===== src/sv/bxavg_pkg.sv =====
// Shared types and constants of the box-average image downscaler.
`timescale 1ns / 1ps

package bxavg_pkg;

  // Configuration port and register widths.
  localparam int CFG_IDX_W  = 4;
  localparam int CFG_DATA_W = 12;
  localparam int DIM_W      = 12;
  localparam int OW_W       = 11;
  localparam int OH_MAX     = 2048;

  // A block sum holds up to 4095 * 4095 * 255.
  localparam int AREA_W = 2 * DIM_W;
  localparam int QUO_W  = 8;
  localparam int SUM_W  = AREA_W + QUO_W;

  // Restoring division steps for the block sizes.
  localparam int DIV_STEPS = DIM_W;

  // Request queue between the front and back parts.
  localparam int Q_DEPTH = 4;
  localparam int Q_AW    = 2;

  typedef enum logic [CFG_IDX_W-1:0] {
    REG_IN_WIDTH   = 4'd0,
    REG_IN_HEIGHT  = 4'd1,
    REG_OUT_WIDTH  = 4'd2,
    REG_OUT_HEIGHT = 4'd3
  } cfg_reg_t;

  typedef enum logic [1:0] {
    CFG_LOAD,
    CFG_DIV,
    CFG_MUL,
    CFG_READY
  } cfg_state_t;

  typedef enum logic [1:0] {
    BK_IDLE,
    BK_DIV,
    BK_DONE
  } back_state_t;

  typedef struct packed {
    logic [7:0] red;
    logic [7:0] green;
    logic [7:0] blue;
  } pix_t;

  typedef struct packed {
    logic [7:0]  avg_red;
    logic [7:0]  avg_green;
    logic [7:0]  avg_blue;
    logic [9:0]  out_x;
    logic [10:0] out_y;
  } result_t;

  typedef struct packed {
    logic [SUM_W-1:0] red;
    logic [SUM_W-1:0] green;
    logic [SUM_W-1:0] blue;
  } sums_t;

  typedef struct packed {
    sums_t       sums;
    logic [9:0]  out_x;
    logic [10:0] out_y;
  } qent_t;

  // Frame geometry derived from the size registers.
  typedef struct packed {
    logic              ready;
    logic [DIM_W-1:0]  iw;
    logic [DIM_W-1:0]  ih;
    logic [OW_W-1:0]   ow;
    logic [DIM_W-1:0]  oh;
    logic [DIM_W-1:0]  bw;
    logic [DIM_W-1:0]  bh;
    logic [OW_W-1:0]   rw;
    logic [DIM_W-1:0]  rh;
    logic [AREA_W-1:0] area;
  } geom_t;

endpackage


===== src/sv/bxavg_fifo.sv =====
// Short request queue between the front and back parts.
`timescale 1ns / 1ps

module bxavg_fifo (
  input  logic             clk,
  input  logic             rst_n,
  input  logic             push,
  output logic             full,
  input  bxavg_pkg::qent_t wr_data,
  input  logic             pop,
  output logic             empty,
  output bxavg_pkg::qent_t rd_data
);

  localparam int AW = bxavg_pkg::Q_AW;

  bxavg_pkg::qent_t  slots_r [bxavg_pkg::Q_DEPTH];
  logic [AW-1:0]     wr_ptr_r, rd_ptr_r;
  logic [AW:0]       count_r;
  logic              do_push, do_pop;

  assign full    = (count_r == (AW + 1)'(bxavg_pkg::Q_DEPTH));
  assign empty   = (count_r == '0);
  assign do_push = push && !full;
  assign do_pop  = pop && !empty;
  assign rd_data = slots_r[rd_ptr_r];

  always_ff @(posedge clk) begin
    if (!rst_n) begin
      wr_ptr_r <= '0;
      rd_ptr_r <= '0;
      count_r  <= '0;
    end else begin
      if (do_push) begin
        wr_ptr_r <= wr_ptr_r + AW'(1);
      end
      if (do_pop) begin
        rd_ptr_r <= rd_ptr_r + AW'(1);
      end
      if (do_push && !do_pop) begin
        count_r <= count_r + (AW + 1)'(1);
      end else if (do_pop && !do_push) begin
        count_r <= count_r - (AW + 1)'(1);
      end
    end
  end

  always_ff @(posedge clk) begin
    if (do_push) begin
      slots_r[wr_ptr_r] <= wr_data;
    end
  end

  a_count_tracks: assert property (@(posedge clk) disable iff (!rst_n)
    (do_push && !do_pop) |=> count_r == $past(count_r) + (AW + 1)'(1))
    else $error("queue fill count missed a request");

endmodule


===== config.mk =====
export PLATFORM = sky130hd
export DESIGN_NAME = bxavg_fifo
export DESIGN_NICKNAME = d
export VERILOG_FILES = /design/src/sv/bxavg_pkg.sv /design/src/sv/bxavg_fifo.sv
export SDC_FILE = /design/constraint.sdc
export NUM_CORES = 1
export LEC_CHECK = 0
export BUFFER_PORTS_ARGS = -buffer_cell sky130_fd_sc_hd__buf_2
export CORE_MARGIN = 2
export CORE_UTILIZATION = 40
export DETAILED_ROUTE_END_ITERATION = 10
export PLACE_DENSITY_LB_ADDON = 0.2
export RECOVER_POWER = 100
export SYNTH_ARGS = -nofsm -noshare
export SYNTH_HDL_FRONTEND = slang
export SYNTH_SLANG_ARGS = --single-unit

===== constraint.sdc =====
create_clock -name clk -period 6 [get_ports clk]
set_clock_uncertainty 0.15 [all_clocks]
set_input_delay 1.8 -clock clk [delete_from_list [all_inputs] [get_ports clk]]
set_output_delay 1.8 -clock clk [all_outputs]
set_load 0.05 [all_outputs]

After elaboration in Yosys (flattened, before gate mapping)

Memories as Yosys holds them, arrays and structs flattened. A register that Yosys moved wholly into a read port is not among the register bits.
Index checks and enable logic that the tools add are counted.

Register bits: 7
Output and inout bits: 119
RAM bits: 468
Memories kept: 1
Word-level logic and storage cells: 25
Input port bits: 121

Memories:

| memory  | words | bits a word | rd ports | clocked after memory_dff | wr ports | RTL line         | source |
|---|---|---|---|---|---|---|---|
| slots_r | 4     | 117         | 1        | 1                        | 1        | bxavg_fifo.sv:17 | `bxavg_pkg::qent_t slots_r [bxavg_pkg::Q_DEPTH];` |

Add/subtract/negate cells: 4
Reductions and logical operators: 10
Multiplexer cells: 6
Equal/unequal tests: 1

Operator list:

| operator                                                            | number |
|---|---|
| 3-bit two-way mux                                                   | 2 |
| 2-bit by 1-bit adder with 2-bit output (second input constant)      | 2 |
| 1-bit logical AND                                                   | 4 |
| 1-bit zero test                                                     | 4 |
| 2-bit two-way mux                                                   | 2 |
| 3-bit by 1-bit adder with 3-bit output (second input constant)      | 1 |
| 3-bit == test (second input constant)                               | 1 |
| 3-bit zero test                                                     | 1 |
| 3-bit by 1-bit subtractor with 3-bit output (second input constant) | 1 |
| 1-bit two-way mux                                                   | 2 |
| 2-bit nonzero test                                                  | 1 |

Depth between registers and ports, before layout

Depth after elaboration: 7
Gate-level depth with buffers: 9
Mapped depth without buffers: 8

Least setup slack after synthesis

Ideal clock, no wire load.

Path kind: input port to flip-flop
Start: input push
End: memory slots_r[0][0] (netlist bit) (enable)
Setup slack: 476 ps
Path buffers: 1
Stages: 3
Arrival: 4885 ps
Setup time: 490 ps
Data required time: 5360 ps
Path through: nor2b_1 clkbuf_1 and2_1

Word-level cells in the longest chain between the ends: 3

RTL lines:

| item                                    | RTL line         | source |
|---|---|---|
| start: declaration                      | bxavg_fifo.sv:7  | `input logic push,` |
| 1-bit logical AND                       | bxavg_fifo.sv:24 | `assign do_push = push && !full;` |
| named net do_push                       | bxavg_fifo.sv:20 | `logic do_push, do_pop;` |
| 1-bit two-way mux                       | bxavg_fifo.sv:49 | `if (do_push) begin` |
| 1-bit two-way mux (not written as such) | bxavg_fifo.sv:50 | `slots_r[wr_ptr_r] <= wr_data;` |
| end: declaration                        | bxavg_fifo.sv:17 |  |

The timed path passes the listed nets, and every way through them passes these cells.

==> metrics.txt <==
result of the run finished with violations; violations in the final reports max-capacitance violations, max-slew violations; Worst-path clk slew about 0.06 ns; startpoint class of the critical path flip-flop; share of the yosys chip area belonging to registers 82.2%; vertical extent of the die approximately 210 um; effective utilization at floorplan slightly above 40%; hold_buf cts 0; Setup Buffers After CTS 0; post-detail-place hpwl ~19000 um; layout overhead on the synthesized area 18.0%; register share of total power a little over two fifths; number of input and output port buffers inserted ~240; mean area per synthesized cell between 20 and 30 um^2; total power density per cell area 490 mW/mm^2; proportion of total power due to net switching roughly a third; clock latency of the later-clocked register in the worst-skew pair 0.57 ns; internal cell power 0.00652 W; LEAKAGE roughly 6.2 nW; number of design-rule violations left by the first detailed-router iteration ~430; largest net degree at the start of global routing between 60 and 70; first-pass detailed-route iteration total 4; net count of the mapped netlist a little under 800; flip-flop and latch count after synthesis 477; achievable frequency about 200 MHz; synthesized-area fraction occupied by ao, oa, aoi and oai cells less than 1%; Placement Setup Slack ~1.8 ns; total routed wirelength ~33000 um; number of antenna violations at the first check in global routing 2; CP required between 4 and 5 ns; floorplan die width 212 um; worst-case headroom to the max-slew limit -64.5%; number of buffers between clock root and the deepest sink 3; global-route wire length before repair just under 50000 um; total negative slack for setup checks 0 ns; Cell variety after synth 23; Final Critical Period 5.08 ns; total of max-cap violations 6; TritonCTS clock tree done; total number of vias 7705; placed cells between 1000 and 1500; row cnt between 70 and 80; routed vias/inst approximately 4.9; fraction of the mapped netlist area in simple logic gates 0.556%; crit path capture type output pin; unrepaired setup endpoints after global routing false; worst path setup slack after routing ~0.92 ns; worst slew pin tran between 2 and 2.5 ns; Cell Area, Synth ~0.017 mm^2; worst supply voltage drop on vdd around 0.0003 V; cell accounting for the most synthesized area sky130_fd_sc_hd__edfxtp_1; portion of total power attributed to combinational logic about 30%; via count of the first global-routing pass between 8000 and 9000; Synthesis Warnings 0; Finish-stage setup viols 0; root buf cell sky130_fd_sc_hd__clkbuf_16; number of endpoints with negative hold slack in the final report 0; final routed wire length divided by cell count 21.2 um; share of synthesized area spent on multiplexers between 15 and 20%; die area 0.0450 mm^2; switching power total roughly 0.0035 W; final global-route overflow total 0; clk sink count approximately 480; Total Nets Final ~1100; gpl congestion ~0.69; core area approximately 0.043 mm^2; remaining design rule violation count 0; count of pins on the block boundary 240; clock network fraction of total power 27.9%; Worst Path Max Fanout 33; worst hold slack after final layout 0.352 ns; kind of critical path reg -> out; xor and xnor fraction of the mapped netlist area less than 1%; Mapped Cells 659; GR Util All Layers 14.8%; post-detailed-route count of antenna-violating nets 0; dominant combinational cell family by area after synthesis multiplexers; post-route insts no fill 1557; Max Slew Vio Count ~230; ratio of final minimum period to clock period a little over four fifths; share of the synthesized area in the top cell type approximately four fifths; Worst Path Arrival roughly 3.1 ns; worst min-delay path category reg -> reg; Inserted Clock Buffers just under 50; largest cells by area after synthesis sky130_fd_sc_hd__edfxtp_1, sky130_fd_sc_hd__mux4_2, sky130_fd_sc_hd__dfxtp_1, sky130_fd_sc_hd__buf_2, sky130_fd_sc_hd__ha_1; adder and majority gate portion of the synthesized area 0.477%; share of final-layout standard cells stronger than drive strength 1 about a fifth; number of cells upsized or downsized after cts 0; CTS H-tree depth 2
layout by cell type, fill, tap and decap left out, types with 2 or more instances in the layout:
cell type,instances
sky130_fd_sc_hd__edfxtp_1,468
sky130_fd_sc_hd__mux2i_1,3
sky130_fd_sc_hd__clkbuf_16,51
sky130_fd_sc_hd__clkbuf_2,3
sky130_fd_sc_hd__clkbuf_1,244
sky130_fd_sc_hd__buf_2,7
sky130_fd_sc_hd__inv_1,3
sky130_fd_sc_hd__and2_0,4
sky130_fd_sc_hd__xnor2_1,3
sky130_fd_sc_hd__nor2b_1,2
sky130_fd_sc_hd__buf_12,5
sky130_fd_sc_hd__buf_4,4
sky130_fd_sc_hd__ha_1,5
sky130_fd_sc_hd__mux4_2,117
sky130_fd_sc_hd__clkinv_1,14
sky130_fd_sc_hd__nand2_1,4
sky130_fd_sc_hd__dfxtp_1,7
sky130_fd_sc_hd__clkinv_2,9
sky130_fd_sc_hd__bufinv_16,2
sky130_fd_sc_hd__and2_1,2
sky130_fd_sc_hd__and2_4,2
sequential cells by signal (all words and copies together) (netlist names), named ones only:
register	cells
count_r	3
wr_ptr_r	2
rd_ptr_r	2
slots_r	468
final timing paths:
kind,from,to,slack [ns],depth (start not counted)
worst min register to register,wr_ptr_r[1],wr_ptr_r[1],0.35,2
worst max register to register,count_r[0],slots_r[2][4],1.83,4
worst min-delay path,wr_ptr_r[1],wr_ptr_r[1],0.35,2
worst max-delay path,flip-flop,rd_data[34],0.92,3
worst max-delay path: stages (launching register included):
cell and delay [ns]:
sky130_fd_sc_hd__dfxtp_2 1.19, sky130_fd_sc_hd__buf_4 0.47, sky130_fd_sc_hd__mux4_2 0.57, sky130_fd_sc_hd__clkbuf_1 0.32
per-stage QoR:
step           instance area [um^2]  total power (W)  util, %
3_3_place_gp                  19300          0.00747     45.0
3_5_place_dp                  19300          0.00747     45.0
4_1_cts                       20800           0.0103     48.4
5_1_grt                       20400           0.0105     47.6
6_report                      20400           0.0100     47.7
2_1_floorplan                 17300          0.00672        -
final cells by class:
cell class	instances	area (um^2)
diodes	1	2.50
clock buffers	61	1310
clock inverters	26	166
fillers	3641	22500
inverters	3	11.3
multi-input cells	151	2910
flip-flops and latches	477	14200
well taps	585	732
repair buffers	253	1060
logic make-up (layout without fill, tap and decap cells):
family	after synthesis	after routing
compound gates	4	4
xor+xnor	4	4
fa+ha+maj	6	6
buf+inv	31	343
flops	477	477
mux	120	120
other cells	0	1
simple gates	17	17
power groups by stage:
stage	logic [W]	registers [W]	clock network [W]
global route	0.00318	0.00425	0.00302
finish	0.00302	0.00421	0.00279
CTS	0.00320	0.00421	0.00289
global placement	0.00320	0.00427	0
floorplan	0.00252	0.00420	0
detailed placement	0.00319	0.00428	0
cells in the mapped netlist:
cell                       count
sky130_fd_sc_hd__buf_6         5
sky130_fd_sc_hd__and2_1        8
sky130_fd_sc_hd__fa_1          1
sky130_fd_sc_hd__buf_2        13
sky130_fd_sc_hd__o21ai_0       1
sky130_fd_sc_hd__or3_1         1
sky130_fd_sc_hd__ha_1          5
sky130_fd_sc_hd__nor2b_1       2
sky130_fd_sc_hd__o31ai_1       1
sky130_fd_sc_hd__buf_4         1
sky130_fd_sc_hd__inv_1         3
sky130_fd_sc_hd__mux4_2      117
sky130_fd_sc_hd__nand2_1       4
sky130_fd_sc_hd__xnor2_1       3
sky130_fd_sc_hd__o311ai_0      1
sky130_fd_sc_hd__clkbuf_1      9
sky130_fd_sc_hd__edfxtp_1    468
sky130_fd_sc_hd__nor3_1        1
sky130_fd_sc_hd__xor2_1        1
sky130_fd_sc_hd__a21boi_0      1
sky130_fd_sc_hd__dfxtp_1       9
sky130_fd_sc_hd__nor3b_1       1
sky130_fd_sc_hd__mux2i_1       3
per-layer routing:
layer / GRT usage, % / routed length, um / share of wire (%) / up-vias
li1: - / - / - / 3399
met3: 4.05 / 2050 / 6.2 / 45
met1: 20.7 / 14700 / 45 / 4048
met4: 5.20 / 722 / 2.2 / 2
met5: 0 / 16 / 0.048 / -
met2: 22.5 / 15500 / 47 / 211
No activity file was read; power rests on OpenSTA's default activity.
