## config.mk

```make
export PLATFORM = sky130hd
export DESIGN_NAME = bxavg_back
export DESIGN_NICKNAME = d
export VERILOG_FILES = /design/src/sv/bxavg_pkg.sv /design/src/sv/bxavg_back.sv
export SDC_FILE = /design/constraint.sdc
export NUM_CORES = 1
export LEC_CHECK = 0
export ABC_AREA = 1
export BUFFER_PORTS_ARGS = -buffer_cell sky130_fd_sc_hd__buf_2
export CORE_ASPECT_RATIO = 0.8
export CORE_MARGIN = 5
export CORE_UTILIZATION = 55
export DETAILED_ROUTE_END_ITERATION = 7
export MAX_ROUTING_LAYER = met4
export PLACE_DENSITY = 0.82
export SLEW_MARGIN = 15
export SYNTH_ARGS = -nofsm -noshare
export SYNTH_HDL_FRONTEND = slang
export SYNTH_SLANG_ARGS = --single-unit
```

## constraint.sdc

```tcl
create_clock -name clk -period 6.2 [get_ports clk]
set_clock_uncertainty 0.1 [all_clocks]
set_input_delay 0.93 -clock clk [delete_from_list [all_inputs] [get_ports clk]]
set_output_delay 0.93 -clock clk [all_outputs]
set_load 0.01 [all_outputs]
```

## src/sv/bxavg_pkg.sv

```systemverilog
// Shared types and constants of the box-average image downscaler.
`timescale 1ns / 1ps

package bxavg_pkg;

  // Configuration port and register widths.
  localparam int CFG_IDX_W  = 4;
  localparam int CFG_DATA_W = 12;
  localparam int DIM_W      = 12;
  localparam int OW_W       = 11;
  localparam int OH_MAX     = 2048;

  // A block sum holds up to 4095 * 4095 * 255.
  localparam int AREA_W = 2 * DIM_W;
  localparam int QUO_W  = 8;
  localparam int SUM_W  = AREA_W + QUO_W;

  // Restoring division steps for the block sizes.
  localparam int DIV_STEPS = DIM_W;

  // Request queue between the front and back parts.
  localparam int Q_DEPTH = 4;
  localparam int Q_AW    = 2;

  typedef enum logic [CFG_IDX_W-1:0] {
    REG_IN_WIDTH   = 4'd0,
    REG_IN_HEIGHT  = 4'd1,
    REG_OUT_WIDTH  = 4'd2,
    REG_OUT_HEIGHT = 4'd3
  } cfg_reg_t;

  typedef enum logic [1:0] {
    CFG_LOAD,
    CFG_DIV,
    CFG_MUL,
    CFG_READY
  } cfg_state_t;

  typedef enum logic [1:0] {
    BK_IDLE,
    BK_DIV,
    BK_DONE
  } back_state_t;

  typedef struct packed {
    logic [7:0] red;
    logic [7:0] green;
    logic [7:0] blue;
  } pix_t;

  typedef struct packed {
    logic [7:0]  avg_red;
    logic [7:0]  avg_green;
    logic [7:0]  avg_blue;
    logic [9:0]  out_x;
    logic [10:0] out_y;
  } result_t;

  typedef struct packed {
    logic [SUM_W-1:0] red;
    logic [SUM_W-1:0] green;
    logic [SUM_W-1:0] blue;
  } sums_t;

  typedef struct packed {
    sums_t       sums;
    logic [9:0]  out_x;
    logic [10:0] out_y;
  } qent_t;

  // Frame geometry derived from the size registers.
  typedef struct packed {
    logic              ready;
    logic [DIM_W-1:0]  iw;
    logic [DIM_W-1:0]  ih;
    logic [OW_W-1:0]   ow;
    logic [DIM_W-1:0]  oh;
    logic [DIM_W-1:0]  bw;
    logic [DIM_W-1:0]  bh;
    logic [OW_W-1:0]   rw;
    logic [DIM_W-1:0]  rh;
    logic [AREA_W-1:0] area;
  } geom_t;

endpackage

```

## src/sv/bxavg_back.sv

```systemverilog
// Back part: per-channel block averaging divider and the result register.
`timescale 1ns / 1ps

module bxavg_back (
  input  logic                          clk,
  input  logic                          rst_n,
  input  logic [bxavg_pkg::AREA_W-1:0]  area,
  input  logic                          q_empty,
  output logic                          q_pop,
  input  bxavg_pkg::qent_t              q_data,
  output logic                          out_empty,
  input  logic                          out_pop,
  output bxavg_pkg::result_t            out_data
);

  localparam int SW = bxavg_pkg::SUM_W;
  localparam int QW = bxavg_pkg::QUO_W;

  bxavg_pkg::back_state_t state_r, state_nxt;

  logic [SW-1:0]     rem_r [3];
  logic [QW-1:0]     quo_r [3];
  logic [SW-1:0]     rem_nxt [3];
  logic              bit_nxt [3];
  logic [$clog2(QW)-1:0] cnt_r;
  logic [9:0]        x_r;
  logic [10:0]       y_r;
  logic [SW-1:0]     dvs;

  logic                 out_valid_r;
  bxavg_pkg::result_t   out_r;
  logic                 out_free;

  assign out_free  = !out_valid_r || out_pop;
  assign out_empty = !out_valid_r;
  assign out_data  = out_r;
  assign q_pop     = (state_r == bxavg_pkg::BK_IDLE) && !q_empty;

  // Quotients stay below 256 because every pixel is at most 255.
  always_comb begin
    dvs = SW'(area) << cnt_r;
    for (int c = 0; c < 3; c++) begin
      bit_nxt[c] = rem_r[c] >= dvs;
      rem_nxt[c] = bit_nxt[c] ? rem_r[c] - dvs : rem_r[c];
    end
  end

  always_ff @(posedge clk) begin
    if (!rst_n) begin
      state_r <= bxavg_pkg::BK_IDLE;
    end else begin
      state_r <= state_nxt;
    end
  end

  always_comb begin
    state_nxt = state_r;
    unique case (state_r)
      bxavg_pkg::BK_IDLE: begin
        if (!q_empty) begin
          state_nxt = bxavg_pkg::BK_DIV;
        end
      end
      bxavg_pkg::BK_DIV: begin
        if (cnt_r == '0) begin
          state_nxt = bxavg_pkg::BK_DONE;
        end
      end
      bxavg_pkg::BK_DONE: begin
        if (out_free) begin
          state_nxt = bxavg_pkg::BK_IDLE;
        end
      end
      default: state_nxt = bxavg_pkg::BK_IDLE;
    endcase
  end

  always_ff @(posedge clk) begin
    unique case (state_r)
      bxavg_pkg::BK_IDLE: begin
        rem_r[0] <= q_data.sums.red;
        rem_r[1] <= q_data.sums.green;
        rem_r[2] <= q_data.sums.blue;
        x_r      <= q_data.out_x;
        y_r      <= q_data.out_y;
        cnt_r    <= ($clog2(QW))'(QW - 1);
      end
      bxavg_pkg::BK_DIV: begin
        for (int c = 0; c < 3; c++) begin
          rem_r[c] <= rem_nxt[c];
          quo_r[c] <= {quo_r[c][QW-2:0], bit_nxt[c]};
        end
        cnt_r <= cnt_r - ($clog2(QW))'(1);
      end
      default: ;
    endcase
  end

  always_ff @(posedge clk) begin
    if (!rst_n) begin
      out_valid_r <= 1'b0;
    end else if (state_r == bxavg_pkg::BK_DONE && out_free) begin
      out_valid_r <= 1'b1;
    end else if (out_pop) begin
      out_valid_r <= 1'b0;
    end
  end

  always_ff @(posedge clk) begin
    if (state_r == bxavg_pkg::BK_DONE && out_free) begin
      out_r.avg_red   <= quo_r[0];
      out_r.avg_green <= quo_r[1];
      out_r.avg_blue  <= quo_r[2];
      out_r.out_x     <= x_r;
      out_r.out_y     <= y_r;
    end
  end

  a_result_kept: assert property (@(posedge clk) disable iff (!rst_n)
    (out_valid_r && !out_pop) |=> out_valid_r)
    else $error("waiting result was dropped");

endmodule

```

; ---- After elaboration in Yosys (flattened, before gate mapping)
; Memories as Yosys holds them, arrays and structs flattened.
; Cells that the tools add are included.
[word_totals]
regBits = 72
in_bits = 145
word_cells = 55
ramBits = 120
mem_count = 2
output_inout_bits = 47
[memory_table]
columns = name, depth, width, rd, rd_clocked_by_memory_dff, write_ports, line_no
row1 = rem_r, 3, 32, 3, 0, 3, bxavg_back.sv:21  ; logic [SW-1:0] rem_r [3];
row2 = quo_r, 3, 8, 3, 0, 3, bxavg_back.sv:22  ; logic [QW-1:0] quo_r [3];
[op_classes]
n_reduce_logical = 10
n_addsub = 4
bitwise_logic = 3
magnitude_cmp = 3
eq_ne = 5
mux = 17
n_shift = 1
[ops]
columns = operator, n
row1 = two-way mux 32 bit, 6
row2 = greater-or-equal comparator 32 bit, 3
row3 = subtractor 32 bit, 3
row4 = << shifter 24 x 3 -> 32 bit, 1
row5 = two-way mux 1 bit, 6
row6 = two-way mux 2 bit, 3
row7 = "!= test 2 bit, second input constant", 3
row8 = one-hot mux 2 bit (3 select lines), 1
row9 = one-hot mux 3 bit (2 select lines), 1
row10 = nonzero test 2 bit, 2
row11 = logical NOT 3 bit, 1
row12 = bitwise OR 1 bit, 3
row13 = AND reduction 3 bit, 1
row14 = "subtractor 3 x 1 -> 3 bit, second input constant", 1
row15 = "equality test 2 x 1 -> 1 bit, second input constant", 1
row16 = "equality test 2 bit, second input constant", 1
row17 = logical AND 1 bit, 2
row18 = logical NOT 1 bit, 2
row19 = logical NOT 2 bit, 1
row20 = logical OR 1 bit, 1

; ---- Logic depth before layout (Yosys ltp)
[logic_depth]
word_depth = 4
depth_mapped = 21
ltp_nobuf = 21

; ---- Worst setup path before layout
; No wires, ideal clock.
[synth_timing]
kind = in2reg
from = input port out_pop
to = register out_r, in the netlist out_data[0] (enable)
n_path_buf = 0
cell_stages = 2
required_time_ps = 5597
setup_ps = 503
slack_ps = 1539
t_arrival_ps = 4058
cell_sequence = nor2_1 nor3_1
[synth_between]
elab_chain_cells = 2
[synth_rtl]
columns = element, line_no
row1 = "start, declared", bxavg_back.sv:12  ; input logic out_pop,
row2 = logical OR 1 bit, bxavg_back.sv:34  ; assign out_free = !out_valid_r || out_pop;
row3 = logical AND 1 bit, bxavg_back.sv:110  ; if (state_r == bxavg_pkg::BK_DONE && out_free) begin
row4 = "end, declared", bxavg_back.sv:31  ; bxavg_pkg::result_t out_r;
; No other way between the ends.
; A chain may end at the register's enable or synchronous reset.

==> reports/results.txt <==
Cell Count Post-Placement: 2736
Largest net degree at the start of global routing: 111
Io pins: 192
Seq/Total Area, Yosys: 38.0%
CP arrival: 4890 ps
GP Congestion: 1.02
Unrepaired setup endpoints after global routing: no
WP data required: 6300 ps
Count of final hold-check violations: 0
Root buf cell: clkbuf_16
Outcome: complete, no violations
GRT Total Usage: 30.4%
Routed len/inst: 16.8 um
Max Cap Violations: 0
Initial antenna violation count: 3
Reg2Reg Depth: 15
Slew @ Worst Pin: 1110 ps
Final Critical Period: 4790 ps
Synth top area cells: edfxtp_1 (38%), nand2_1 (23%), inv_1 (9.1%)
Mux contribution to synthesized area: 0.133%
Rows: 54
Min-delay worst type: flip-flop to flip-flop
Startpoint type of the worst setup path: flip-flop
Die Y: 158 um
Die Width: 195 um
R2r startpoint: cnt_r[1]
Worst vdd ir: 0.000251 V
R2r setup slk: 1410 ps
Routed Antenna Nets: 0
Hold slack: 321 ps
Die ar.: 30900 um^2
Power per standard cell area: 328 nW/um^2
Initial core utilization: 55.6%
Syn Inst Count: 2200
Syn avg cell area: 6.86 um^2
Cell Count, Final, Fillers Out: 2773
TNS Setup: 0 ps
Final-report setup violation count: 0
Hold buffers post-CTS: 0
Max-Slew Margin vs Limit: 26.2%
Largest family of logic cells by synthesized area: simple AND/OR/NAND/NOR gates
Yosys warnings: 0
Net Count, Synth: 2445
Commonest cells in the netlist: nand2_1 (936), inv_1 (365), edfxtp_1 (189)
Post-CTS Setup Bufs: 0
# fillers: 2488
Synth Area in Adders: 8.44%
RR Endpoint: rem_r[0][6]
Clk sinks: 192
Yosys reg bits: 192
Sequential Area: 5740 um^2
Fin crit share: 77.2%
Synth top area share: 37.6%
Core Box Area: 27200 um^2
Vias: 14700
Pwr Total: 0.00560 W
Synth unique cells: 38
Worst-path maximum fanout: 33
Number of synthesized flops with an enable pin: 189
Slew Limit Fails: 0
Synth area leader: edfxtp_1
Post-synthesis compound-gate area fraction: 5.69%
CTS tree: done
Total grt overflow: 0
Worst hold path cell count: 0
HPWL after DPL: 36.8 mm
Fin nets: 2636
Critical path type: flip-flop to flip-flop
Drt drc: 0
Simple-Gate Fraction of Synth Area: 35.1%
Setup crit start: cnt_r[1]
Leak: 9.12 nW
Clock Path Buffers: 2
First-pass GRT wire length: 70.9 mm
Main synth FF type: edfxtp_1
Post-Synth XOR/XNOR Area: 2.44%
Num CTS Buffers: 17
CTS resizes: 0
H-tree Lvls: 4
Worst Setup EP: rem_r[0][6]
Clock Latency Late Sink: 440 ps
Worst Setup End Kind: flip-flop
Vias in the first global route: 13300
Clock-pin slew on the worst setup and hold paths: 80 ps
Detailed router's first-iteration violation count: 1810
Syn-to-layout area delta: 13.1%
Most numerous cell in the Yosys netlist: nand2_1
Post-Synthesis Cell Area: 15100 um^2
Fmax: 0.209 GHz
Async set-or-reset flop fraction in the synthesized netlist: 0%
Footprint of the multi-input gates: 7820 um^2
Fraction of layout cells with a size suffix above 1: 12.3%
Detailed Routing Iterations Pass 1: 5
DRT Wirelength: 46.7 mm
I/O Buffers: 191
Vias per inst: 5.28
==> critical path: stages, from the launching register on <==
cell      delay [ps]
edfxtp_1         620
inv_1            710
o21ai_0          240
o21ai_0          780
ha_1             430
nand2_1          100
inv_1             50
a21oi_1          250
nor2_1            70
nor2_1            90
nand2_1          100
nand2_1           90
nand3_2           70
nand2_1           60
nand2_1          410
buf_12           350
==> through the flow <==
step	utilization, %	cell area, um^2	setup slack (ps)
2_1_floorplan	-	15100	1540
3_5_place_dp	60.8	16500	1510
3_3_place_gp	60.8	16500	1600
6_report	62.9	17100	1410
5_1_grt	62.9	17100	1140
4_1_cts	62.8	17100	1490
==> how the worst min path moves through the flow <==
stage                     startpoint           end
after detailed placement      y_r[6]   out_data[6]
after floorplan               y_r[0]   out_data[0]
final                         y_r[5]   out_data[5]
after global routing          y_r[5]   out_data[5]
after global placement        x_r[0]  out_data[11]
after CTS                     y_r[6]   out_data[6]
==> flip-flops by register name, summed over array words and instances, names as in the netlist <==
| register | count |
|---|---|
| cnt_r | 3 |
| out_data | 45 |
| out_valid_r | 1 |
| quo_r | 24 |
| rem_r | 96 |
| state_r | 2 |
| x_r | 10 |
| y_r | 11 |
==> power breakdown <==
part           leakage (nW)  switching (W)  internal [W]  total (W)
Combinational          6.96        0.00186      0.000936    0.00280
Sequential             1.89      0.0000787       0.00164    0.00172
Clock                 0.266       0.000547      0.000529    0.00108
Total                  9.12        0.00249       0.00311    0.00560
==> cell families (layout without fill, tap and decap cells) <==
group / after synthesis / in the layout
and+or+nand+nor: 1294 / 1294
buffers and inverters: 407 / 611
DFF: 192 / 192
AOI/OAI and AO/OA: 163 / 163
adders and majority gates: 100 / 100
xor gates and xnor gates: 42 / 42
muxes: 2 / 2
other: 0 / 5
==> layout make-up <==
type	instances	area share [%]
sequential	192	33.6
antenna	5	0.0733
multi-input combinational	1601	45.8
tap	364	2.67
clock buffer	18	2.51
timing repair buffer	209	6.46
inverter	370	8.15
clock inverter	14	0.740
==> cell usage in the layout (no fill, tap or decap), types with 5 or more instances in the layout <==
master	Yosys	final
nand3b_1	15	15
o21ai_0	66	65
nor3_1	14	13
o21bai_1	9	9
nand2_1	936	936
a21oi_1	62	62
nor2_1	138	137
o21ai_1	17	18
nand2_2	23	23
diode_2	0	5
nand4_1	12	12
inv_1	365	365
xnor2_1	37	37
nand3_1	125	125
nor2_2	12	13
ha_1	97	97
nand3_2	8	8
buf_2	14	191
edfxtp_1	189	189
buf_4	1	17
xor2_1	5	5
clkbuf_16	0	17
==> per-layer routing <==
layer / wire [um] / part of all wire, % / global-route usage [%]
met1: 20300 / 43 / 42.1
met2: 21100 / 45 / 47.0
met3: 4160 / 8.9 / 4.40
met4: 1170 / 2.5 / 8.94
met5: 0 / 0 / -
(Power assumes the default switching activity.)
