===== config.mk =====
export PLATFORM = sky130hd
export DESIGN_NAME = bxavg_cfg
export DESIGN_NICKNAME = d
export VERILOG_FILES = /design/src/sv/bxavg_pkg.sv /design/src/sv/bxavg_cfg.sv
export SDC_FILE = /design/constraint.sdc
export NUM_CORES = 1
export LEC_CHECK = 0
export ABC_AREA = 1
export BUFFER_PORTS_ARGS = -buffer_cell sky130_fd_sc_hd__buf_2
export CAP_MARGIN = 20
export CORE_MARGIN = 10
export CORE_UTILIZATION = 26
export DETAILED_ROUTE_END_ITERATION = 10
export SLEW_MARGIN = 5
export SYNTH_ARGS = -nofsm -noshare
export SYNTH_HDL_FRONTEND = slang
export SYNTH_SLANG_ARGS = --single-unit

===== constraint.sdc =====
create_clock -name clk -period 6.1 [get_ports clk]
set_input_delay 1.22 -clock clk [delete_from_list [all_inputs] [get_ports clk]]
set_output_delay 1.22 -clock clk [all_outputs]
set_load 0.1 [all_outputs]

===== src/sv/bxavg_pkg.sv =====
// Shared types and constants of the box-average image downscaler.
`timescale 1ns / 1ps

package bxavg_pkg;

  // Configuration port and register widths.
  localparam int CFG_IDX_W  = 4;
  localparam int CFG_DATA_W = 12;
  localparam int DIM_W      = 12;
  localparam int OW_W       = 11;
  localparam int OH_MAX     = 2048;

  // A block sum holds up to 4095 * 4095 * 255.
  localparam int AREA_W = 2 * DIM_W;
  localparam int QUO_W  = 8;
  localparam int SUM_W  = AREA_W + QUO_W;

  // Restoring division steps for the block sizes.
  localparam int DIV_STEPS = DIM_W;

  // Request queue between the front and back parts.
  localparam int Q_DEPTH = 4;
  localparam int Q_AW    = 2;

  typedef enum logic [CFG_IDX_W-1:0] {
    REG_IN_WIDTH   = 4'd0,
    REG_IN_HEIGHT  = 4'd1,
    REG_OUT_WIDTH  = 4'd2,
    REG_OUT_HEIGHT = 4'd3
  } cfg_reg_t;

  typedef enum logic [1:0] {
    CFG_LOAD,
    CFG_DIV,
    CFG_MUL,
    CFG_READY
  } cfg_state_t;

  typedef enum logic [1:0] {
    BK_IDLE,
    BK_DIV,
    BK_DONE
  } back_state_t;

  typedef struct packed {
    logic [7:0] red;
    logic [7:0] green;
    logic [7:0] blue;
  } pix_t;

  typedef struct packed {
    logic [7:0]  avg_red;
    logic [7:0]  avg_green;
    logic [7:0]  avg_blue;
    logic [9:0]  out_x;
    logic [10:0] out_y;
  } result_t;

  typedef struct packed {
    logic [SUM_W-1:0] red;
    logic [SUM_W-1:0] green;
    logic [SUM_W-1:0] blue;
  } sums_t;

  typedef struct packed {
    sums_t       sums;
    logic [9:0]  out_x;
    logic [10:0] out_y;
  } qent_t;

  // Frame geometry derived from the size registers.
  typedef struct packed {
    logic              ready;
    logic [DIM_W-1:0]  iw;
    logic [DIM_W-1:0]  ih;
    logic [OW_W-1:0]   ow;
    logic [DIM_W-1:0]  oh;
    logic [DIM_W-1:0]  bw;
    logic [DIM_W-1:0]  bh;
    logic [OW_W-1:0]   rw;
    logic [DIM_W-1:0]  rh;
    logic [AREA_W-1:0] area;
  } geom_t;

endpackage


===== src/sv/bxavg_cfg.sv =====
// Size registers and the sequencer that derives block sizes from them.
`timescale 1ns / 1ps

module bxavg_cfg #(
  parameter int MAX_IN_WIDTH  = 2048,
  parameter int MAX_OUT_WIDTH = 1024
) (
  input  logic                            clk,
  input  logic                            rst_n,
  input  logic                            cfg_valid,
  output logic                            cfg_ready,
  input  logic [bxavg_pkg::CFG_IDX_W-1:0] cfg_index,
  input  logic [bxavg_pkg::CFG_DATA_W-1:0] cfg_data,
  output bxavg_pkg::geom_t                geom
);

  localparam int DW = bxavg_pkg::DIM_W;
  localparam int OW = bxavg_pkg::OW_W;

  logic [DW-1:0] in_width_r, in_height_r, out_height_r;
  logic [OW-1:0] out_width_r;

  bxavg_pkg::cfg_state_t state_r, state_nxt;

  logic [DW-1:0] iw_r, ih_r, oh_r;
  logic [OW-1:0] ow_r;
  logic [DW-1:0] a_num_r, a_rem_r, b_num_r, b_rem_r;
  logic [3:0]    cnt_r;
  logic [bxavg_pkg::AREA_W-1:0] area_r;

  logic          reg_hit;
  logic [DW-1:0] eff_iw, eff_ih, eff_oh, eff_c;
  logic [DW:0]   a_trial, b_trial;
  logic          a_bit, b_bit;
  logic [DW-1:0] a_rem_nxt, b_rem_nxt;

  assign cfg_ready = 1'b1;

  always_comb begin
    reg_hit = 1'b0;
    unique case (cfg_index)
      bxavg_pkg::REG_IN_WIDTH,
      bxavg_pkg::REG_IN_HEIGHT,
      bxavg_pkg::REG_OUT_WIDTH,
      bxavg_pkg::REG_OUT_HEIGHT: reg_hit = cfg_valid;
      default:                   reg_hit = 1'b0;
    endcase
  end

  always_ff @(posedge clk) begin
    if (!rst_n) begin
      in_width_r   <= 12'd640;
      in_height_r  <= 12'd480;
      out_width_r  <= 11'd320;
      out_height_r <= 12'd240;
    end else if (cfg_valid) begin
      unique case (cfg_index)
        bxavg_pkg::REG_IN_WIDTH:   in_width_r   <= cfg_data;
        bxavg_pkg::REG_IN_HEIGHT:  in_height_r  <= cfg_data;
        bxavg_pkg::REG_OUT_WIDTH:  out_width_r  <= cfg_data[OW-1:0];
        bxavg_pkg::REG_OUT_HEIGHT: out_height_r <= cfg_data;
        default: ;
      endcase
    end
  end

  // Effective sizes: zero reads as one, output never larger than input.
  always_comb begin
    eff_iw = (in_width_r == '0) ? DW'(1) : in_width_r;
    if (32'(eff_iw) > MAX_IN_WIDTH) begin
      eff_iw = DW'(MAX_IN_WIDTH);
    end
    eff_c = (out_width_r == '0) ? DW'(1) : {1'b0, out_width_r};
    if (eff_c > eff_iw) begin
      eff_c = eff_iw;
    end
    if (32'(eff_c) > MAX_OUT_WIDTH) begin
      eff_c = DW'(MAX_OUT_WIDTH);
    end
    eff_ih = (in_height_r == '0) ? DW'(1) : in_height_r;
    eff_oh = (out_height_r == '0) ? DW'(1) : out_height_r;
    if (eff_oh > eff_ih) begin
      eff_oh = eff_ih;
    end
    if (32'(eff_oh) > bxavg_pkg::OH_MAX) begin
      eff_oh = DW'(bxavg_pkg::OH_MAX);
    end
  end

  // One restoring step of each width and height division.
  always_comb begin
    a_trial   = {a_rem_r, a_num_r[DW-1]};
    a_bit     = a_trial >= {2'b00, ow_r};
    a_rem_nxt = a_bit ? DW'(a_trial - {2'b00, ow_r}) : DW'(a_trial);
    b_trial   = {b_rem_r, b_num_r[DW-1]};
    b_bit     = b_trial >= {1'b0, oh_r};
    b_rem_nxt = b_bit ? DW'(b_trial - {1'b0, oh_r}) : DW'(b_trial);
  end

  always_ff @(posedge clk) begin
    if (!rst_n) begin
      state_r <= bxavg_pkg::CFG_LOAD;
    end else begin
      state_r <= state_nxt;
    end
  end

  always_comb begin
    state_nxt = state_r;
    unique case (state_r)
      bxavg_pkg::CFG_LOAD:  state_nxt = bxavg_pkg::CFG_DIV;
      bxavg_pkg::CFG_DIV: begin
        if (cnt_r == 4'(bxavg_pkg::DIV_STEPS - 1)) begin
          state_nxt = bxavg_pkg::CFG_MUL;
        end
      end
      bxavg_pkg::CFG_MUL:   state_nxt = bxavg_pkg::CFG_READY;
      bxavg_pkg::CFG_READY: state_nxt = bxavg_pkg::CFG_READY;
      default:              state_nxt = bxavg_pkg::CFG_LOAD;
    endcase
    if (reg_hit) begin
      state_nxt = bxavg_pkg::CFG_LOAD;
    end
  end

  always_ff @(posedge clk) begin
    unique case (state_r)
      bxavg_pkg::CFG_LOAD: begin
        iw_r    <= eff_iw;
        ih_r    <= eff_ih;
        ow_r    <= OW'(eff_c);
        oh_r    <= eff_oh;
        a_num_r <= eff_iw;
        b_num_r <= eff_ih;
        a_rem_r <= '0;
        b_rem_r <= '0;
        cnt_r   <= '0;
      end
      bxavg_pkg::CFG_DIV: begin
        a_num_r <= {a_num_r[DW-2:0], a_bit};
        b_num_r <= {b_num_r[DW-2:0], b_bit};
        a_rem_r <= a_rem_nxt;
        b_rem_r <= b_rem_nxt;
        cnt_r   <= cnt_r + 4'd1;
      end
      bxavg_pkg::CFG_MUL: begin
        area_r <= {{DW{1'b0}}, a_num_r} * {{DW{1'b0}}, b_num_r};
      end
      default: ;
    endcase
  end

  assign geom.ready = (state_r == bxavg_pkg::CFG_READY);
  assign geom.iw    = iw_r;
  assign geom.ih    = ih_r;
  assign geom.ow    = ow_r;
  assign geom.oh    = oh_r;
  assign geom.bw    = a_num_r;
  assign geom.bh    = b_num_r;
  assign geom.rw    = a_rem_r[OW-1:0];
  assign geom.rh    = b_rem_r;
  assign geom.area  = area_r;

  a_write_restarts: assert property (@(posedge clk) disable iff (!rst_n)
    reg_hit |=> state_r == bxavg_pkg::CFG_LOAD)
    else $error("size write did not restart the block size sequence");

endmodule


# [Word-level counts from Yosys, hierarchy flattened]
# Index checks and enable logic that the tools add are counted.
[totals] regBits=172 in_bits=19 elab_cells=66
[classes] n_addsub=3 multipliers=1 order_cmp=7 eq_ne=8 mux=17 bitwise_logic=1 reduce_logical=14
[op_table] operator="two-way mux 12 bit" n=8
[op_table] operator="case mux 12 bit (2 select lines)" n=4
[op_table] operator="logical NOT 12 bit" n=3
[op_table] operator="> comparator 12 bit (second input constant)" n=2
[op_table] operator="multiplier 12 x 12 -> 24 bit" n=1
[op_table] operator=">= comparator 13 x 11 -> 1 bit" n=1
[op_table] operator=">= comparator 13 x 12 -> 1 bit" n=1
[op_table] operator="> comparator 11 x 12 -> 1 bit" n=1
[op_table] operator="> comparator 12 x 11 -> 1 bit (second input constant)" n=1
[op_table] operator="> comparator 12 bit" n=1
[op_table] operator="subtractor 12 x 11 -> 12 bit" n=1
[op_table] operator="subtractor 12 bit" n=1
[op_table] operator="logical NOT 11 bit" n=1
[op_table] operator="two-way mux 11 bit" n=1
[op_table] operator="== test 4 x 2 -> 1 bit (second input constant)" n=2
[op_table] operator="case mux 4 bit (2 select lines)" n=1
[op_table] operator="AND reduction 2 bit" n=4
[op_table] operator="case mux 2 bit (3 select lines)" n=1
[op_table] operator="adder 4 x 1 -> 4 bit (second input constant)" n=1
[op_table] operator="== test 2 bit (second input constant)" n=2
[op_table] operator="== test 4 x 1 -> 1 bit (second input constant)" n=1
[op_table] operator="== test 4 bit (second input constant)" n=1
[op_table] operator="logical NOT 4 bit" n=1
[op_table] operator="OR reduction 2 bit" n=2
[op_table] operator="other kinds (8)" n=8

# [Longest topological paths before layout]
# Gate-level depths: netlist (run 1).
[logic_depth] ltp_word=7 ltp_mapped=23 mapped_depth_nobuf=22

# [Worst setup path after synthesis (run 1)]
# Ideal clock, no wire load.
[synth_path] path_kind="reg-to-reg" start="register a_num_r[5]" end="register area_r[23] (netlist name) (data pin)" setup_time_ns=0.260 t_arrival_ns=5.301 required_time_ns=5.840 setup_slack_ns=0.540 stages_incl_launch_ff=19 path_buffers=1 synth_period_minus_slack_ns=5.560 path_cell_list="edfxtp_1 > clkbuf_1 > nand2_1 > fa_1 > fa_1 > fa_1 > inv_1 > fa_1 > inv_1 > fa_1 > inv_1 > ha_1 > a21oi_1 > o21ai_0 > nand2_1 > nand3_1 > a21oi_1 > o21ai_0 > xnor2_1"
[synth_via] elab_chain_len=1
[synth_lines] item="start: declaration" line="bxavg_cfg.sv:27" text="logic [DW-1:0] a_num_r, a_rem_r, b_num_r, b_rem_r;"
[synth_lines] item="start signal: assignment" line="bxavg_cfg.sv:133" text="a_num_r <= eff_iw;"
[synth_lines] item="start signal: assignment" line="bxavg_cfg.sv:140" text="a_num_r <= {a_num_r[DW-2:0], a_bit};"
[synth_lines] item="multiplier 12 x 12 -> 24 bit" line="bxavg_cfg.sv:147" text="area_r <= {{DW{1'b0}}, a_num_r} * {{DW{1'b0}}, b_num_r};"
[synth_lines] item="end signal: assignment" line="bxavg_cfg.sv:147"
[synth_lines] item="end: declaration" line="bxavg_cfg.sv:29" text="logic [bxavg_pkg::AREA_W-1:0] area_r;"
# Every way passes these cells.
# A chain may end at the register's enable or synchronous reset.

# [Worst setup path in the final report (run 1)]
[layout_path] start="register b_num_r[5]" end="register area_r[22] (netlist name) (data pin)"
[layout_via] elab_chain_len=1
[layout_lines] item="start: declaration" line="bxavg_cfg.sv:27"
[layout_lines] item="start signal: assignment" line="bxavg_cfg.sv:134" text="b_num_r <= eff_ih;"
[layout_lines] item="start signal: assignment" line="bxavg_cfg.sv:141" text="b_num_r <= {b_num_r[DW-2:0], b_bit};"
[layout_lines] item="multiplier 12 x 12 -> 24 bit" line="bxavg_cfg.sv:147"
# Every way passes these cells.

==> flow_summary.toml, run 1 <==
[sta]
fin_crit_ns = 5.57
max_freq_mhz = 180
slew_violations = 0
rsz0062_at_grt = "false"
setup_tns_ns = 0
finalSetupViolations = 0
finalHoldViolCount = 0
max_slew_margin = 0.408
worst_pin_slew_ns = 0.885
fin_skew_ns = 0.0167
fin_crit_sh = 0.913

[placement]
dp.cells = 2327
gp_congestion = 0.884
io_buffers = 137
dpl_cell_area_um2 = 14600
post-dp-hpwl_um = 30000

[detailed_routing]
drc = 0
drtIter0Drc = 733
routedWlPerCell_um = 16.1
ant_nets = 0
firstDrtPassIters = 5
wirelength_um = 37900
via_per_inst = 4.48
vias = 10563

[synthesis]
syn-cell-area_um2 = 13400
synth-edff-count = 123
syn_inst = 1599
synth_async_sr_flop_share = 0
synth_seq_cells = 172
ys.flop_type = "edfxtp_1"
syn-num-nets = 1829
synth.distinct_cells = 39
synth-seq-area-share = 0.349
synth_area_per_cell_um2 = 8.38
yosys_warnings = 0

[global_routing]
antenna_found_initial = 4
first_global_vias = 10422
grt_usage = 0.124
grt_overflow = 0
grt_max_degree = 54
grt_pass1_wl_um = 58800

[layout]
nets = 1897
drive_gt1_frac = 0.111
multi_input_area_um2 = 7090
nFillCells = 5410
fin_area_um2 = 15200
area_delta_synth_final_pct = 13.1
largest_reg_flops = 24
fin_cells = 2360
regArea_um2 = 4670
postLayoutCoreUtil = 0.296
largest_register = "area_r"
antenna_cells = 0

[job]
cap_viol_max_count = 0

[clock_network]
numCtsBuffers = 17
clock-sinks = 172
clkTransAtPathRegs_ns = 0.07
postCtsSetupBuffers = 0
htree_num_levels = 4
root_buffer = "clkbuf_16"
ctsResizeCount = 0
cts_hold_buf = 0
cts_tree = "done"
clock_latency_ns = 0.45
cts_buffer_depth = 2

[outcome]
status = "finished clean"

[floorplanning]
ios = 139
start_util = 0.262
die_w_um = 247
core.rowCount = 83
fp.coreArea_um2 = 51200
die_area_um2 = 61000
die_y_um = 247

[critical_path]
endpoint_kind = "flip-flop"
crit_required_ns = 6.29
worst-setup-path-type = "flip-flop to flip-flop"
start_kind = "flip-flop"
crit_arrival_ns = 5.76
cp_max_fo = 14

[pwr]
powerDensity_nw_per_um2 = 326
p_leak_nw = 7.61
peakVddDrop_mv = 0.227

[worst_hold_path]
hold_path_class = "flip-flop to flip-flop"
layout by cell type (no fill, tap or decap), types with 2 or more instances in the layout:
| cell type | n |
|---|---|
| buf_2 | 137 |
| a31oi_1 | 5 |
| ha_1 | 109 |
| clkbuf_1 | 3 |
| inv_1 | 319 |
| clkbuf_16 | 19 |
| o211ai_1 | 6 |
| fa_1 | 102 |
| o21ai_0 | 90 |
| edfxtp_1 | 123 |
| buf_4 | 9 |
| a21oi_1 | 109 |
| nor3_1 | 9 |
| o21bai_1 | 3 |
| o21ai_1 | 11 |
| xor2_1 | 20 |
| nand3_1 | 44 |
| or2_2 | 2 |
| inv_6 | 5 |
| a21o_1 | 6 |
| nor2_1 | 86 |
| clkinv_4 | 2 |
| nand3_2 | 2 |
| nand4_1 | 11 |
| xnor2_1 | 19 |
| nand2_1 | 359 |
| dfxtp_1 | 49 |
| inv_8 | 2 |
| inv_2 | 3 |
through the flow:
| step | setup slack (ns) | total power [mW] | hold WS, ns |
|---|---|---|---|
| 6_report | 0.533 | 4.95 | 0.433 |
| 2_1_floorplan | 0.540 | 3.45 | 0.443 |
| 5_1_grt | 0.217 | 5.30 | 0.443 |
| 3_5_place_dp | 0.577 | 3.89 | 0.417 |
| 3_3_place_gp | 0.615 | 3.87 | 0.414 |
| 4_1_cts | 0.574 | 5.00 | 0.434 |
logic make-up after synthesis:
| group | count (synthesis) | share of synthesized area |
|---|---|---|
| compound gates | 237 | 0.0934 |
| xor+xnor | 39 | 0.0255 |
| fa+ha+maj | 211 | 0.254 |
| buf+inv | 420 | 0.123 |
| flops | 172 | 0.349 |
| other cells | 1 | 0.000280 |
| simple gates | 519 | 0.155 |
report_power, final:
group	switching, mW	leakage, nW	internal (mW)
Combinational	1.65	5.64	0.613
Sequential	0.163	1.69	1.42
Clock	0.510	0.285	0.584
per-layer routing:
metal	global-route usage	routed length [um]	part of all wire	vias to the layer above
li1	-	-	-	5123
met1	0.160	16700	0.44	5093
met3	0.0310	2430	0.064	46
met4	0.0308	570	0.015	8
met2	0.203	18100	0.48	293
met5	0	49	0.0013	-
cell type report:
| cell class | count | share of cell area |
|---|---|---|
| Inverter | 322 | 0.0797 |
| Tap cell | 680 | 0.0561 |
| Clock buffer | 22 | 0.0321 |
| Multi-Input combinational cell | 1007 | 0.468 |
| Clock inverter | 10 | 0.00594 |
| Timing Repair Buffer | 147 | 0.0500 |
| Sequential cell | 172 | 0.308 |
final timing paths:
check | depth (start not counted) | end | from | slack (ns)
max reg2reg | 16 | area_r[22]$_DFFE_PN_ | b_num_r[5]$_DFFE_PP_ | 0.53
max | 16 | area_r[22]$_DFFE_PN_ | b_num_r[5]$_DFFE_PP_ | 0.53
min reg2reg | 0 | ih_r[11]$_DFFE_PP_ | in_height_r[11]$_SDFFE_PN0P_ | 0.43
min | 0 | ih_r[11]$_DFFE_PP_ | in_height_r[11]$_SDFFE_PN0P_ | 0.43
worst max-delay path, stage by stage (launching register included):
cell      delay, ns
edfxtp_1       0.75
nand2_1        0.17
fa_1           0.56
inv_1          0.05
fa_1           0.51
fa_1           0.45
fa_1           0.56
inv_1          0.06
fa_1           0.54
inv_1          0.04
ha_1           0.34
nand2_1        0.09
nor2_1         0.14
nand4_1        0.10
o21ai_0        0.52
a41oi_1        0.23
xor2_1         0.19
synthesized netlist by cell type (5+ instances only):
cell        n  area, um2
nand4_1    11       68.8
o211ai_1    6       45.0
buf_4      15        113
nor2_1     88        330
a21o_1      6       45.0
ha_1      109       1360
inv_1     321       1200
o21ai_0    90        450
nand2_1   359       1350
nor3_1      9       45.0
dfxtp_1    49        981
a21oi_1   109        546
buf_2       8       40.0
nand3_1    44        220
xor2_1     20        175
clkbuf_1   73        274
fa_1      102       2040
a31oi_1     5       31.3
o21ai_1    11       55.1
edfxtp_1  123       3690
xnor2_1    19        166
(Power assumes the default switching activity.)
==> inputs of run 2 (changes only) <==
Settings changed: PLACE_DENSITY set to 0.47.
==> flow_summary.toml, run 2 (synthesized netlist as in run 1, its figures left out) <==
[layout]
nets = 1900
regArea_um2 = 4670
nFillCells = 5512
drive_gt1_frac = 0.114
area_delta_synth_final_pct = 13.2
fin_area_um2 = 15200
multi_input_area_um2 = 7090
antenna_cells = 0
mostFrequentLayoutCells = "nand2_1, inv_1, buf_2, edfxtp_1"
largest_reg_flops = 24
layout_commonest_cell = "nand2_1"
largest_register = "area_r"

[pwr]
comb_power_share = 0.460
powerDensity_nw_per_um2 = 327
clockPowerShare = 0.221
peakVddDrop_mv = 0.236
switching_share = 0.478
internal-power_mw = 2.59
switchingPower_mw = 2.37
p_leak_nw = 7.61
share_seq_of_total_power = 0.319

[floorplanning]
ios = 139
die_y_um = 247
die_area_um2 = 61000
fp.coreArea_um2 = 51200
start_util = 0.262
die_w_um = 247
core.rowCount = 83

[detailed_routing]
routedWlPerCell_um = 16.3
drtIter0Drc = 562
via_per_inst = 4.44
ant_nets = 0
firstDrtPassIters = 5
wirelength_um = 38600
drc = 0
vias = 10501

[sta]
setup_tns_ns = 0
fin_skew_ns = 0.0130
finalHoldViolCount = 0
rsz0062_at_grt = "false"
fin_crit_ns = 5.50
slew_violations = 0
max_freq_mhz = 182
worst_pin_slew_ns = 0.912
max_slew_margin = 0.387
finalSetupViolations = 0
fin_crit_sh = 0.902

[global_routing]
first_global_vias = 10563
use_met1 = 0.168
grt_pass1_wl_um = 60800
grtUsageMet3 = 0.0270
grtUsageMet2 = 0.214
grt_usage = 0.130
busiest_layer = "met2"
grt_overflow = 0
grt_max_degree = 65
antenna_found_initial = 0

[critical_path]
endpoint_kind = "flip-flop"
crit_arrival_ns = 5.72
cp_max_fo = 14
crit_required_ns = 6.32
start_kind = "flip-flop"
worst-setup-path-type = "flip-flop to flip-flop"

[placement]
post-dp-hpwl_um = 30500
io_buffers = 137
gp_congestion = 0.850
dpl_cell_area_um2 = 14600

[clock_network]
cts_buffer_depth = 2
clkTransAtPathRegs_ns = 0.08
cts_tree = "done"
cts_hold_buf = 0
htree_num_levels = 4
ctsResizeCount = 0
clock_latency_ns = 0.48
root_buffer = "clkbuf_16"
numCtsBuffers = 17
postCtsSetupBuffers = 0
clock-sinks = 172

[job]
cap_viol_max_count = 0

[outcome]
status = "finished clean"

[worst_hold_path]
hold_path_class = "flip-flop to flip-flop"
==> run 2: cell types whose count changed in the layout (fill, tap and decap cells not counted), moves of 2 or more <==
cell        before  now
clkbuf_16       19   17
clkinv_8         0    2
inv_6            5    2
clkinvlp_4       0    2
clkbuf_1         3    1
buf_4            9   12
==> run 2: stage by stage <==
step | instances | hold slack [ns] | power [mW] | setup slack, ns | util
6_report | 2363 | 0.433 | 4.96 | 0.599 | 0.296
5_1_grt | 2363 | 0.442 | 5.33 | 0.274 | 0.296
3_5_place_dp | 2330 | 0.416 | 3.91 | 0.609 | 0.285
2_1_floorplan | 1599 | 0.443 | 3.45 | 0.540 | -
4_1_cts | 2362 | 0.435 | 5.03 | 0.587 | 0.296
3_3_place_gp | 2330 | 0.415 | 3.90 | 0.707 | 0.285
==> run 2: power groups by stage <==
| stage | Combinational (mW) | Sequential (mW) | Clock (mW) |
|---|---|---|---|
| 3_5_place_dp | 2.29 | 1.61 | 0 |
| 4_1_cts | 2.31 | 1.59 | 1.14 |
| 5_1_grt | 2.54 | 1.61 | 1.18 |
| 2_1_floorplan | 1.43 | 2.02 | 0 |
| 3_3_place_gp | 2.29 | 1.61 | 0 |
| 6_report | 2.28 | 1.58 | 1.10 |
==> run 2: worst paths after layout <==
kind	startpoint	endpoint	slack, ns	depth (start not counted)
setup / recovery	b_num_r[5]$_DFFE_PP_	area_r[16]$_DFFE_PN_	0.60	16
hold / removal	in_height_r[2]$_SDFFE_PN0P_	ih_r[2]$_DFFE_PP_	0.43	0
setup reg to reg	b_num_r[5]$_DFFE_PP_	area_r[16]$_DFFE_PN_	0.60	16
hold reg to reg	in_height_r[2]$_SDFFE_PN0P_	ih_r[2]$_DFFE_PP_	0.43	0
==> run 2: final cells by class <==
class	instances	share of cell area
Clock inverter	13	0.00858
Inverter	322	0.0797
Multi-Input combinational cell	1007	0.467
Clock buffer	19	0.0292
Tap cell	680	0.0561
Timing Repair Buffer	150	0.0515
Sequential cell	172	0.308
==> run 2: layer usage <==
layer  vias to the layer above  routed length [um]  share of wire
li1                       5131                   -              -
met1                      5128               17500           0.45
met2                       212               18600           0.48
met3                        30                2030          0.053
met4                         0                 530          0.014
met5                         -                   0              0
==> run 2: critical path: stages (launching register included) <==
cell and delay, ns:
edfxtp_1 0.76, nand2_1 0.17, fa_1 0.53, fa_1 0.53
inv_1 0.05, ha_1 0.32, fa_1 0.54, inv_1 0.05
fa_1 0.53, inv_1 0.04, ha_1 0.35, a21o_1 0.18
a21oi_1 0.39, o21ai_1 0.15, a21boi_0 0.34, o21ai_1 0.12
xor2_1 0.16
==> inputs of run 3 (changes only) <==
Settings changed: CTS_BUF_LIST set to sky130_fd_sc_hd__clkbuf_4 sky130_fd_sc_hd__clkbuf_8 sky130_fd_sc_hd__clkbuf_16.
==> flow_summary.toml, run 3 (synthesized netlist as in run 1, its figures left out) <==
[critical_path]
crit_family = "adder cells"
crit_required_ns = 6.32
endpoint_kind = "flip-flop"
cp_common_cell = "fa_1"
start_kind = "flip-flop"
crit_buf_inv = 3
cp_max_fo = 14
path_cells = "nand2_1 > fa_1 > fa_1 > inv_1 > ha_1 > fa_1 > inv_1 > fa_1 > inv_1 > ha_1 > a21o_1 > a21oi_1 > o21ai_1 > a21boi_0 > o21ai_1 > xor2_1"
slowest_delay_ns = 0.76
crit_arrival_ns = 5.72
worst-setup-path-type = "flip-flop to flip-flop"
cp_slowest_cell = "edfxtp_1"

[layout]
nets = 1900
largest_reg_flops = 24
largest_register = "area_r"
antenna_cells = 0
mostFrequentLayoutCells = "nand2_1, inv_1, buf_2, edfxtp_1"
nFillCells = 5512
area_delta_synth_final_pct = 13.3
postLayoutCoreUtil = 0.296
drive_gt1_frac = 0.115
layout_commonest_cell = "nand2_1"

[clock_network]
clock_latency_ns = 0.48
cts_buffer_depth = 2
cts_tree = "done"
numCtsBuffers = 17
ctsResizeCount = 0
postCtsSetupBuffers = 0
cts_hold_buf = 0
root_buffer = "clkbuf_16"
clock-sinks = 172
clkTransAtPathRegs_ns = 0.08
htree_num_levels = 4

[floorplanning]
die_w_um = 247
ios = 139
die_y_um = 247
die_area_um2 = 61000
start_util = 0.262
fp.coreArea_um2 = 51200
core.rowCount = 83

[sta]
slew_violations = 0
setup_tns_ns = 0
max_slew_margin = 0.387
fin_crit_sh = 0.902
worst_pin_slew_ns = 0.912
fin_skew_ns = 0.0132
max_freq_mhz = 182
rsz0062_at_grt = "false"
fin_crit_ns = 5.50
finalSetupViolations = 0
finalHoldViolCount = 0

[pwr]
p_leak_nw = 7.62
powerDensity_nw_per_um2 = 327
peakVddDrop_mv = 0.242

[detailed_routing]
firstDrtPassIters = 5
vias = 10508
wirelength_um = 38600
routedWlPerCell_um = 16.3
via_per_inst = 4.45
drtIter0Drc = 571
ant_nets = 0
drc = 0

[global_routing]
grt_overflow = 0
first_global_vias = 10563
grt_max_degree = 65
grt_pass1_wl_um = 60800
grt_usage = 0.130
antenna_found_initial = 0

[placement]
gp_congestion = 0.850
post-dp-hpwl_um = 30500
io_buffers = 137

[job]
cap_viol_max_count = 0

[outcome]
status = "finished clean"

[worst_hold_path]
hold_path_class = "flip-flop to flip-flop"
## run 3: per-layer routing
layer | GRT usage | part of all wire | routed length, um | vias up
met3 | 0.0270 | 0.052 | 2000 | 30
met1 | 0.168 | 0.45 | 17500 | 5139
li1 | - | - | - | 5133
met4 | 0.0363 | 0.014 | 530 | 0
met5 | 0 | 0 | 0 | -
met2 | 0.214 | 0.48 | 18600 | 206
## run 3: final cells by class
class	instances	area (um2)	area share
clock inverters	13	130	0.00857
multi-input cells	1007	7090	0.467
inverters	322	1210	0.0796
flip-flops and latches	172	4670	0.308
well taps	680	851	0.0561
repair buffers	150	781	0.0514
clock buffers	19	447	0.0294
## run 3: worst paths after layout
kind,from,slack (ns),cells past startpoint,end
setup / recovery,b_num_r[5]$_DFFE_PP_,0.60,16,area_r[16]$_DFFE_PN_
hold / removal,in_height_r[2]$_SDFFE_PN0P_,0.43,0,ih_r[2]$_DFFE_PP_
setup reg to reg,b_num_r[5]$_DFFE_PP_,0.60,16,area_r[16]$_DFFE_PN_
hold reg to reg,in_height_r[2]$_SDFFE_PN0P_,0.43,0,ih_r[2]$_DFFE_PP_
## run 3: per-stage QoR
| stage | cells | setup WS [ns] | area (um2) | hold WS [ns] | power, mW |
|---|---|---|---|---|---|
| global placement | 2330 | 0.707 | 14600 | 0.415 | 3.90 |
| finish | 2363 | 0.599 | 15200 | 0.433 | 4.96 |
| CTS | 2362 | 0.588 | 15200 | 0.435 | 5.04 |
| detailed placement | 2330 | 0.609 | 14600 | 0.416 | 3.91 |
| floorplan | 1599 | 0.540 | 13400 | 0.443 | 3.45 |
| global route | 2363 | 0.274 | 15200 | 0.442 | 5.33 |
## run 3: report_power, final
group | switching [mW] | internal, mW
clock network | 0.548 | 0.554
logic | 1.66 | 0.617
registers | 0.160 | 1.42
